[config.mk]
export PLATFORM = sky130hd
export DESIGN_NAME = bresenham_line_stepper
export DESIGN_NICKNAME = d
export VERILOG_FILES = /design/src/rtl/bls_pkg.sv /design/src/rtl/bresenham_line_stepper.sv /design/src/rtl/bls_front.sv /design/src/rtl/bls_engine.sv
export SDC_FILE = /design/constraint.sdc
export NUM_CORES = 1
export LEC_CHECK = 0
export BUFFER_PORTS_ARGS = -buffer_cell sky130_fd_sc_hd__buf_2
export CORE_AREA = 10 10 185 187
export DETAILED_ROUTE_END_ITERATION = 12
export DIE_AREA = 0 0 195 197
export PLACE_DENSITY = 0.66
export SLEW_MARGIN = 30
export SYNTH_ARGS = -nofsm -noshare
export SYNTH_HDL_FRONTEND = slang
export SYNTH_SLANG_ARGS = --single-unit
[constraint.sdc]
create_clock -name i_clk -period 9.39 [get_ports i_clk]
set_input_delay 1.4085 -clock i_clk [delete_from_list [all_inputs] [get_ports i_clk]]
set_output_delay 1.4085 -clock i_clk [all_outputs]
set_load 0.05 [all_outputs]
[src/rtl/bls_pkg.sv]
package bls_pkg;

    // coordinate width of the raster
    localparam int COORD_BITS = 10;
    // signed decision variable width
    localparam int ERR_BITS = COORD_BITS + 3;
    // command queue between front and back
    localparam int CMD_DEPTH = 4;
    localparam int CMD_PTR_BITS = $clog2(CMD_DEPTH);

    typedef logic [COORD_BITS-1:0] t_coord;

    // func field codes
    localparam logic FUNC_LOAD = 1'b0;
    localparam logic FUNC_STEP = 1'b1;

    typedef enum logic {
        OP_LOAD = 1'b0,
        OP_STEP = 1'b1
    } t_op;

    // per-axis step: +1, -1 or 0 in two's complement
    typedef enum logic [1:0] {
        DIR_ZERO = 2'b00,
        DIR_INC  = 2'b01,
        DIR_DEC  = 2'b11
    } t_dir;

    typedef struct packed {
        logic   func;
        t_coord x_start;
        t_coord y_start;
        t_coord x_end;
        t_coord y_end;
    } t_in_item;

    typedef struct packed {
        t_coord pixel_x;
        t_coord pixel_y;
        logic   last;
    } t_out_item;

    // classified command handed from front to back
    typedef struct packed {
        t_op    op;
        t_coord x_start;
        t_coord y_start;
        t_coord dx;
        t_coord dy;
        t_dir   dir_x;
        t_dir   dir_y;
    } t_cmd;

    // move a coordinate one step, wrapping at the raster width
    function automatic t_coord move_coord(input t_coord v, input t_dir d);
        t_coord r;
        unique case (d)
            DIR_INC:  r = v + t_coord'(1);
            DIR_DEC:  r = v - t_coord'(1);
            DIR_ZERO: r = v;
            default:  r = v;
        endcase
        return r;
    endfunction

endpackage

[src/rtl/bresenham_line_stepper.sv]
// Path: a step item is written into the command queue, then the stepper takes it
// and registers its pixel in its output register, from which it shows on o_item.
// Throughput: one item per cycle while not full and the output drains; each step
// is one add, compare, subtract; a 4-entry queue decouples intake from output.
// Reset: synchronous, active low; clears queue, line state and output valid.
module bresenham_line_stepper import bls_pkg::*; (
    input  logic      i_clk,
    input  logic      i_rst_n,
    input  logic      push,
    output logic      full,
    input  t_in_item  i_item,
    output logic      empty,
    input  logic      pop,
    output t_out_item o_item
);

    logic cmd_valid;
    logic cmd_pop;
    t_cmd cmd;
    logic out_valid;

    // front: accept and classify items
    bls_front u_front (
        .i_clk       (i_clk),
        .i_rst_n     (i_rst_n),
        .push        (push),
        .full        (full),
        .i_item      (i_item),
        .o_cmd_valid (cmd_valid),
        .i_cmd_pop   (cmd_pop),
        .o_cmd       (cmd)
    );

    // back: line state and pixel output
    bls_engine u_engine (
        .i_clk       (i_clk),
        .i_rst_n     (i_rst_n),
        .i_cmd_valid (cmd_valid),
        .o_cmd_pop   (cmd_pop),
        .i_cmd       (cmd),
        .o_out_valid (out_valid),
        .i_out_pop   (pop),
        .o_out       (o_item)
    );

    assign empty = !out_valid;

endmodule

[src/rtl/bls_front.sv]
module bls_front import bls_pkg::*; (
    input  logic     i_clk,
    input  logic     i_rst_n,
    input  logic     push,
    output logic     full,
    input  t_in_item i_item,
    output logic     o_cmd_valid,
    input  logic     i_cmd_pop,
    output t_cmd     o_cmd
);

    t_cmd                  r_mem [CMD_DEPTH];
    logic [CMD_PTR_BITS-1:0] r_wptr, n_wptr;
    logic [CMD_PTR_BITS-1:0] r_rptr, n_rptr;
    logic [CMD_PTR_BITS:0]   r_count, n_count;
    logic                  wr_en;
    logic                  rd_en;
    t_cmd                  cmd_in;

    // classify: deltas and step directions per axis
    always_comb begin
        cmd_in.op      = (i_item.func == FUNC_STEP) ? OP_STEP : OP_LOAD;
        cmd_in.x_start = i_item.x_start;
        cmd_in.y_start = i_item.y_start;
        if (i_item.x_end >= i_item.x_start) begin
            cmd_in.dx = i_item.x_end - i_item.x_start;
        end else begin
            cmd_in.dx = i_item.x_start - i_item.x_end;
        end
        if (i_item.y_end >= i_item.y_start) begin
            cmd_in.dy = i_item.y_end - i_item.y_start;
        end else begin
            cmd_in.dy = i_item.y_start - i_item.y_end;
        end
        priority if (i_item.x_end > i_item.x_start) begin
            cmd_in.dir_x = DIR_INC;
        end else if (i_item.x_end < i_item.x_start) begin
            cmd_in.dir_x = DIR_DEC;
        end else begin
            cmd_in.dir_x = DIR_ZERO;
        end
        priority if (i_item.y_end > i_item.y_start) begin
            cmd_in.dir_y = DIR_INC;
        end else if (i_item.y_end < i_item.y_start) begin
            cmd_in.dir_y = DIR_DEC;
        end else begin
            cmd_in.dir_y = DIR_ZERO;
        end
    end

    // queue pointers and fill count
    assign full        = (r_count == (CMD_PTR_BITS+1)'(CMD_DEPTH));
    assign o_cmd_valid = (r_count != '0);
    assign wr_en       = push && !full;
    assign rd_en       = i_cmd_pop && o_cmd_valid;
    assign o_cmd       = r_mem[r_rptr];

    always_comb begin
        n_wptr  = wr_en ? r_wptr + 1'b1 : r_wptr;
        n_rptr  = rd_en ? r_rptr + 1'b1 : r_rptr;
        n_count = r_count;
        if (wr_en && !rd_en) begin
            n_count = r_count + 1'b1;
        end else if (rd_en && !wr_en) begin
            n_count = r_count - 1'b1;
        end
    end

    always_ff @(posedge i_clk) begin
        if (!i_rst_n) begin
            r_wptr  <= '0;
            r_rptr  <= '0;
            r_count <= '0;
        end else begin
            r_wptr  <= n_wptr;
            r_rptr  <= n_rptr;
            r_count <= n_count;
        end
    end

    // queue storage
    always_ff @(posedge i_clk) begin
        if (wr_en) begin
            r_mem[r_wptr] <= cmd_in;
        end
    end

endmodule

[src/rtl/bls_engine.sv]
module bls_engine import bls_pkg::*; (
    input  logic      i_clk,
    input  logic      i_rst_n,
    input  logic      i_cmd_valid,
    output logic      o_cmd_pop,
    input  t_cmd      i_cmd,
    output logic      o_out_valid,
    input  logic      i_out_pop,
    output t_out_item o_out
);

    t_coord                    r_cur_x, n_cur_x;
    t_coord                    r_cur_y, n_cur_y;
    logic signed [ERR_BITS-1:0] r_err, n_err;
    t_coord                    r_left, n_left;
    t_coord                    r_major, n_major;
    t_coord                    r_minor, n_minor;
    t_dir                      r_dir_x, n_dir_x;
    t_dir                      r_dir_y, n_dir_y;
    logic                      r_swapped, n_swapped;
    logic                      r_out_valid, n_out_valid;
    t_out_item                 r_out, n_out;
    logic                      take;
    logic                      swap;
    t_coord                    ld_major;
    t_coord                    ld_minor;
    logic signed [ERR_BITS-1:0] two_minor;
    logic signed [ERR_BITS-1:0] two_major;
    logic signed [ERR_BITS-1:0] corr;

    assign take        = i_cmd_valid && (!r_out_valid || i_out_pop);
    assign o_cmd_pop   = take;
    assign o_out_valid = r_out_valid;
    assign o_out       = r_out;

    // load path: pick major axis
    assign swap     = (i_cmd.dy > i_cmd.dx);
    assign ld_major = swap ? i_cmd.dy : i_cmd.dx;
    assign ld_minor = swap ? i_cmd.dx : i_cmd.dy;

    // step path: doubled deltas
    assign two_minor = {2'b00, r_minor, 1'b0};
    assign two_major = {2'b00, r_major, 1'b0};
    assign corr      = (r_err > 0) ? two_major : '0;

    always_comb begin
        n_cur_x     = r_cur_x;
        n_cur_y     = r_cur_y;
        n_err       = r_err;
        n_left      = r_left;
        n_major     = r_major;
        n_minor     = r_minor;
        n_dir_x     = r_dir_x;
        n_dir_y     = r_dir_y;
        n_swapped   = r_swapped;
        n_out       = r_out;
        n_out_valid = r_out_valid && !i_out_pop;
        if (take) begin
            unique case (i_cmd.op)
                OP_LOAD: begin
                    n_major   = ld_major;
                    n_minor   = ld_minor;
                    n_swapped = swap;
                    n_dir_x   = i_cmd.dir_x;
                    n_dir_y   = i_cmd.dir_y;
                    n_cur_x   = i_cmd.x_start;
                    n_cur_y   = i_cmd.y_start;
                    n_left    = ld_major;
                    n_err     = $signed({2'b00, ld_minor, 1'b0})
                              - $signed({3'b000, ld_major});
                end
                OP_STEP: begin
                    // no line active: item gives nothing
                    if (r_left != '0) begin
                        n_out_valid   = 1'b1;
                        n_out.pixel_x = r_cur_x;
                        n_out.pixel_y = r_cur_y;
                        n_out.last    = (r_left == t_coord'(1));
                        if (r_swapped) begin
                            n_cur_y = move_coord(r_cur_y, r_dir_y);
                            if (r_err > 0) begin
                                n_cur_x = move_coord(r_cur_x, r_dir_x);
                            end
                        end else begin
                            n_cur_x = move_coord(r_cur_x, r_dir_x);
                            if (r_err > 0) begin
                                n_cur_y = move_coord(r_cur_y, r_dir_y);
                            end
                        end
                        n_err  = r_err + two_minor - corr;
                        n_left = r_left - t_coord'(1);
                    end
                end
                default: begin
                end
            endcase
        end
    end

    // line state and output valid
    always_ff @(posedge i_clk) begin
        if (!i_rst_n) begin
            r_cur_x     <= '0;
            r_cur_y     <= '0;
            r_err       <= '0;
            r_left      <= '0;
            r_major     <= '0;
            r_minor     <= '0;
            r_dir_x     <= DIR_ZERO;
            r_dir_y     <= DIR_ZERO;
            r_swapped   <= 1'b0;
            r_out_valid <= 1'b0;
        end else begin
            r_cur_x     <= n_cur_x;
            r_cur_y     <= n_cur_y;
            r_err       <= n_err;
            r_left      <= n_left;
            r_major     <= n_major;
            r_minor     <= n_minor;
            r_dir_x     <= n_dir_x;
            r_dir_y     <= n_dir_y;
            r_swapped   <= n_swapped;
            r_out_valid <= n_out_valid;
        end
    end

    // output payload register
    always_ff @(posedge i_clk) begin
        r_out <= n_out;
    end

endmodule
==> out/metrics.yaml, run 1 <==
outcome:
  outcome: "completed"
sta:
  worst_clock_skew_ns: 0.01454
  slew_headroom: 0.4283
  holdWs_ns: 0.4550
  post-route-period-util: 0.6488
  grt_setup_unrepaired: "no"
  fin_tns_setup_ns: 0
  worst_slack_ns: 3.298
  fmax_ghz: 0.1641
  period_needed_ns: 6.092
  setup_viol: 0
  worst_pin_slew_ns: 0.8576
  hold_violations: 0
  drv_slew: 0
synth:
  syn_nets: 1457
  synth_edf_count: 201
  yosys_warnings: 0
  netlist_top_cells_area: "edfxtp_1 (40%), dfxtp_1 (10%), ha_1 (7.2%)"
  synth_compound_area_frac: 0.1286
  async_reset_ff_frac: 0
  ys.flop_type: "edfxtp_1"
  synth-simple-area-share: 0.09890
  synthesis.area_um2: 15090
  syn-mean-instance-area_um2: 11.56
  synthXorXnorAreaFrac: 0.02437
  synth_seq_area_share: 0.5034
  syn_inst: 1306
  synth_top_area_frac: 0.3999
  synth_top_family_by_area: "compound AO/OA/AOI/OAI gates"
  synth_top_cell_by_area: "edfxtp_1"
  yosysUniqueCellTypes: 84
  synth_fa_ha_area_frac: 0.09807
  ys_seq_elements: 279
  synth_mux_area_frac: 0.09591
floorplan:
  top_level_ports: 68
  die_w_um: 195
  dieArea_um2: 38420
  placementRows: 64
  coreArea_um2: 30430
  die_y_um: 197
  initial_core_util: 0.4960
routing:
  via_count: 10230
  drtPass1Iterations: 5
  avgViaCountPerCell: 5.719
  drc_errors: 0
  drt-total-wl_um: 34020
  ant_nets: 0
  routedWlPerCell_um: 19.03
  drt_iter0_markers: 761
finish:
  drive_above_1_share: 0.1530
  fin_util: 0.5538
  fill_cells: 2608
  area_growth_pct: 11.66
  nNetsFinal: 1519
  antenna_cells: 0
clock_network:
  postCtsSetupRepairBufs: 0
  cts.repair.resized: 0
  clk_pin_slew_ns: 0.06
  ctsHtreeMaxLevel: 1
  clockBufferDepth: 3
  cts_hold_buf: 0
  cts.sinks: 279
  numCtsBuffers: 30
  tritoncts: "built"
  cts_root_buf: "clkbuf_16"
  insertion_delay_ns: 0.55
grt:
  first_global_vias: 9920
  grt_pass1_wl_um: 54410
  antenna_found_initial: 1
  grt_usage: 0.1736
  grt_max_degree: 64
  grt-ovfl-total: 0
setup_path:
  crit_required_ns: 9.82
  critPathKind: "flop to flop"
  path_max_fanout: 27
  arrival_ns: 6.52
  cp_slowest_cell: "dfxtp_2"
  crit_top_cell: "mux2i_1"
  crit_path_max_incr_delay_ns: 0.86
  end_kind: "flop"
  path_cells: "buf_4 > mux4_2 > ha_1 > nand4_1 > nor3_1 > a21o_1 > mux2i_1 > inv_1 > fa_1 > nor2b_1 > o21ai_0 > a221oi_2 > a21oi_2 > mux2i_1 > a41oi_2 > mux2i_1 > o21ai_1"
  start_kind: "flop"
min_path:
  hold_path_class: "flop to flop"
placed_design:
  portBuffers: 67
  hpwl_um: 24000
  dp_slack_ns: 3.223
  gp_congestion: 0.8697
flow_run:
  max_cap_viol_count: 0
critical path: cells and delay by family (launching register included):
| family | cells | cell delay, ns |
|---|---|---|
| compound gates | 6 | 1.62 |
| fa+ha+maj | 2 | 0.75 |
| buf+inv | 2 | 0.53 |
| flops | 1 | 0.86 |
| mux | 4 | 1.27 |
| simple gates | 3 | 0.94 |
metal layers:
layer,GRT usage,share of wire,vias to the layer above
li1,-,-,4925
met1,0.2537,0.48,5010
met2,0.2679,0.45,242
met3,0.02529,0.052,47
met4,0.03874,0.018,2
met5,0,0.00044,-
worst paths after layout:
| kind | from | end | slack [ns] | depth (start not counted) |
|---|---|---|---|---|
| setup / recovery | flop | u_engine.r_err[10] | 3.30 | 17 |
| hold reg to reg | u_engine.r_major[0] | u_engine.r_major[0] | 0.46 | 1 |
| hold / removal | u_engine.r_major[0] | u_engine.r_major[0] | 0.46 | 1 |
| setup reg to reg | flop | u_engine.r_err[10] | 3.30 | 17 |
registers in the layout, summed over array words and instances (netlist names), named ones only:
signal                cells
u_front.r_wptr            2
u_engine.o_out           21
u_engine.r_minor         10
u_front.r_mem           180
u_engine.r_err           13
u_engine.o_out_valid      1
u_engine.r_dir_x          2
u_engine.r_left          10
u_engine.r_swapped        1
u_engine.r_cur_x         10
u_engine.r_dir_y          2
u_front.r_count           3
u_engine.r_cur_y         10
u_front.r_rptr            2
u_engine.r_major         10
stage by stage:
step	cells	area [µm²]
final	1788	16850
after global routing	1788	16850
after CTS	1787	16820
after detailed placement	1731	15820
after global placement	1731	15820
after floorplan	1306	15090
cells in the final DEF (no fill, tap or decap), types with 5 or more instances in the layout:
cell type  netlist  routed
nor2b_1         20      20
and2_1          18      14
o211ai_1        11      11
inv_1          131     131
buf_2           14      67
or3_1           10      10
edfxtp_1       201     201
buf_4            1      16
nand2_1         84      84
a31oi_1          7       6
nor3_1          22      22
ha_1            87      87
a221oi_1         6       6
xnor2_1         26      26
and3_1           9       9
xor2_1          16      16
nand3_1         22      22
a211oi_1        35      35
clkbuf_1        27       8
a21o_1          10      10
dfxtp_1         78      76
nand2b_1         7       7
clkbuf_16        0      30
mux4_2          43      43
clkinv_2         2       8
clkinv_1         0       5
nor2_1          92      90
nand4_1          8       8
mux2i_1         36      35
o311ai_0         5       5
o21a_1          14      14
a21oi_1         83      82
bufinv_16        0       5
fa_1            19      19
o21ai_0         57      57
mux2_2           7       7
cell type report:
cell class	count	area, µm²	area share
clock buffers	38	780.7	0.04633
clock inverters	18	224.0	0.01329
inverters	134	505.5	0.02999
multi-input cells	839	6761	0.4012
flip-flops and latches	279	7602	0.4511
well taps	396	495.5	0.02940
repair buffers	84	483.0	0.02866
synth_stat cells, types with 4 or more instances:
cell type,count
nand4_1,8
buf_1,7
xor2_1,16
nand2b_1,7
ha_1,87
nand2_1,84
o2111ai_1,4
and2_1,18
buf_6,5
o21ai_1,4
and3_1,9
edfxtp_1,201
a21o_1,10
a31oi_1,7
buf_2,14
nor3b_1,4
or3_1,10
nor2b_1,20
xnor2_1,26
a22oi_1,4
fa_1,19
a211o_1,4
nor2_1,92
a21oi_1,83
a311oi_1,4
inv_1,131
a221oi_1,6
mux2_2,7
o311ai_0,5
o21a_1,14
nor3_1,22
dfxtp_1,78
nor4_1,4
mux4_2,43
clkbuf_1,27
mux2i_1,36
nand3_1,22
o21ai_0,57
o31ai_1,4
o211ai_1,11
a211oi_1,35
cell families (layout without fill, tap and decap cells):
logic type,count (synthesis),in the layout
mux,88,88
flops,279,279
compound gates,290,290
fa+ha+maj,107,107
xor+xnor,42,42
simple gates,312,312
buf+inv,188,274
Power of run 1 is left out: the tool's default activity adds up to more than one toggle a clock period on the data nets, which glitch-free logic cannot reach.
==> inputs of run 2 (changes only) <==
- clock period: 9.39 -> 6.1 ns (I/O delays scaled with it)
==> out/metrics.yaml, run 2 (same netlist as run 1, synthesis figures left out) <==
finish:
  multi_input_area_um2: 6764  # about the same
  layout_commonest_cell: "edfxtp_1"
  top_register: "u_front.r_mem"
  largest_reg_flops: 180  # unchanged
  nNetsFinal: 1521  # +0.13%
  register_area_um2: 7602  # unchanged
  antenna_cells: 0  # unchanged
  area_growth_pct: 10.76
  final_cell_mix: "edfxtp_1 (201), inv_1 (131), nor2_1 (89)"
  fill_cells: 2613  # +0.19%
  drive_above_1_share: 0.1566  # +0.003592
routing:
  drc_errors: 0  # unchanged
  drt_iter0_markers: 700  # -8.0%
  drtPass1Iterations: 5  # unchanged
  routedWlPerCell_um: 19.00  # -0.14%
  ant_nets: 0  # unchanged
  drt-total-wl_um: 33970  # -0.14%
  via_count: 10140  # -0.82%
  avgViaCountPerCell: 5.672  # -0.82%
floorplan:
  placementRows: 64  # unchanged
  die_w_um: 195  # unchanged
  die_y_um: 197  # unchanged
  top_level_ports: 68  # unchanged
  initial_core_util: 0.4960  # unchanged
  coreArea_um2: 30430  # unchanged
  dieArea_um2: 38420  # unchanged
setup_path:
  crit_path_max_incr_delay_ns: 0.64  # -0.22 ns
  path_cells: "mux4_2 > inv_1 > ha_1 > a21o_1 > o21ai_0 > a31o_2 > a21o_1 > mux2i_1 > inv_1 > fa_1 > nor2b_1 > o21ai_0 > a221oi_2 > a21oi_2 > mux2i_1 > a41oi_2 > mux2i_1 > o21ai_1"
  crit_top_cell: "mux2i_1"
  r2r_slack_ns: 0.75  # -2.55 ns
  start_kind: "flop"
  crit_required_ns: 6.51  # -3.31 ns
  cp_slowest_cell: "mux4_2"
  end_kind: "flop"
  critPathKind: "flop to flop"
  path_max_fanout: 23  # -15%
  arrival_ns: 5.77  # -0.75 ns
clock_network:
  numCtsBuffers: 29  # -3.3%
  tritoncts: "built"
  cts_root_buf: "clkbuf_16"
  clockBufferDepth: 3  # unchanged
  cts.repair.resized: 0  # unchanged
  postCtsSetupRepairBufs: 0  # unchanged
  cts_hold_buf: 0  # unchanged
  cts.sinks: 279  # unchanged
  ctsHtreeMaxLevel: 1  # unchanged
  insertion_delay_ns: 0.55  # about the same
  clk_pin_slew_ns: 0.06  # about the same
grt:
  first_global_vias: 9948  # +0.28%
  grt_max_degree: 64  # unchanged
  antenna_found_initial: 0  # -1
  grt_pass1_wl_um: 54790  # +0.69%
  grt_usage: 0.1745  # +0.0008912
  grt-ovfl-total: 0  # unchanged
sta:
  slew_headroom: 0.4389  # +0.01059
  grt_setup_unrepaired: "no"
  drv_slew: 0  # unchanged
  fin_tns_setup_ns: 0  # unchanged
  period_needed_ns: 5.353  # -0.7394 ns
  worst_clock_skew_ns: 0.01294  # -0.001604 ns
  fmax_ghz: 0.1868  # +14%
  setup_viol: 0  # unchanged
  post-route-period-util: 0.8775  # +0.2287
  hold_violations: 0  # unchanged
  worst_pin_slew_ns: 0.8408  # -0.01679 ns
outcome:
  outcome: "completed"
placed_design:
  gp_congestion: 0.9120  # +4.9%
  portBuffers: 67  # unchanged
  hpwl_um: 24060  # +0.25%
min_path:
  hold_path_class: "flop to flop"
flow_run:
  max_cap_viol_count: 0  # unchanged
==> run 2: cell count changes in the layout (fill, tap and decap cells not counted), sizes merged <==
cell	delta
buf	+3
bufinv	-5
clkbuf	-3
clkinv	+3
clkinvlp	+2
==> run 2: final cells by class <==
class,count,area share
Clock buffer,35,0.04595
Clock inverter,18,0.005763
Inverter,134,0.03024
Multi-Input combinational cell,839,0.4046
Sequential cell,279,0.4548
Tap cell,396,0.02964
Timing Repair Buffer,87,0.02904
==> run 2: final timing paths <==
check / start / to / cells after the start
min reg2reg: u_engine.r_dir_y[1] / u_engine.r_dir_y[1] / 2
min: u_engine.r_dir_y[1] / u_engine.r_dir_y[1] / 2
max: flop / u_engine.r_err[10] / 18
max reg2reg: flop / u_engine.r_err[10] / 18
==> run 2: through the flow <==
step	cell area (µm²)	cells	hold slack, ns	util	worst slack [ns]
floorplan	15090	1306	0.4220	-	1.047
global placement	15850	1735	0.4360	0.5209	0.9115
detailed placement	15850	1735	0.4457	0.5210	0.7944
CTS	16720	1788	0.4609	0.5494	0.7575
global route	16720	1788	0.4810	0.5494	0.2832
finish	16720	1788	0.4601	0.5494	0.7471
==> run 2: layer usage <==
metal  track usage  wire (µm)  up-vias
li1              -          -     4919
met1        0.2559      16580     4888
met2        0.2684      15060      288
met3       0.02054       1596       47
met4       0.04695        736        0
met5             0          0        -
==> run 2: critical path, delay by kind of cell (launching register included) <==
kind	cells	cell delay (ns)
flops	1	0.62
mux	4	1.44
simple gates	1	0.34
fa+ha+maj	2	0.71
compound gates	9	1.81
buf+inv	2	0.27
Power of run 2 is left out for the same reason.
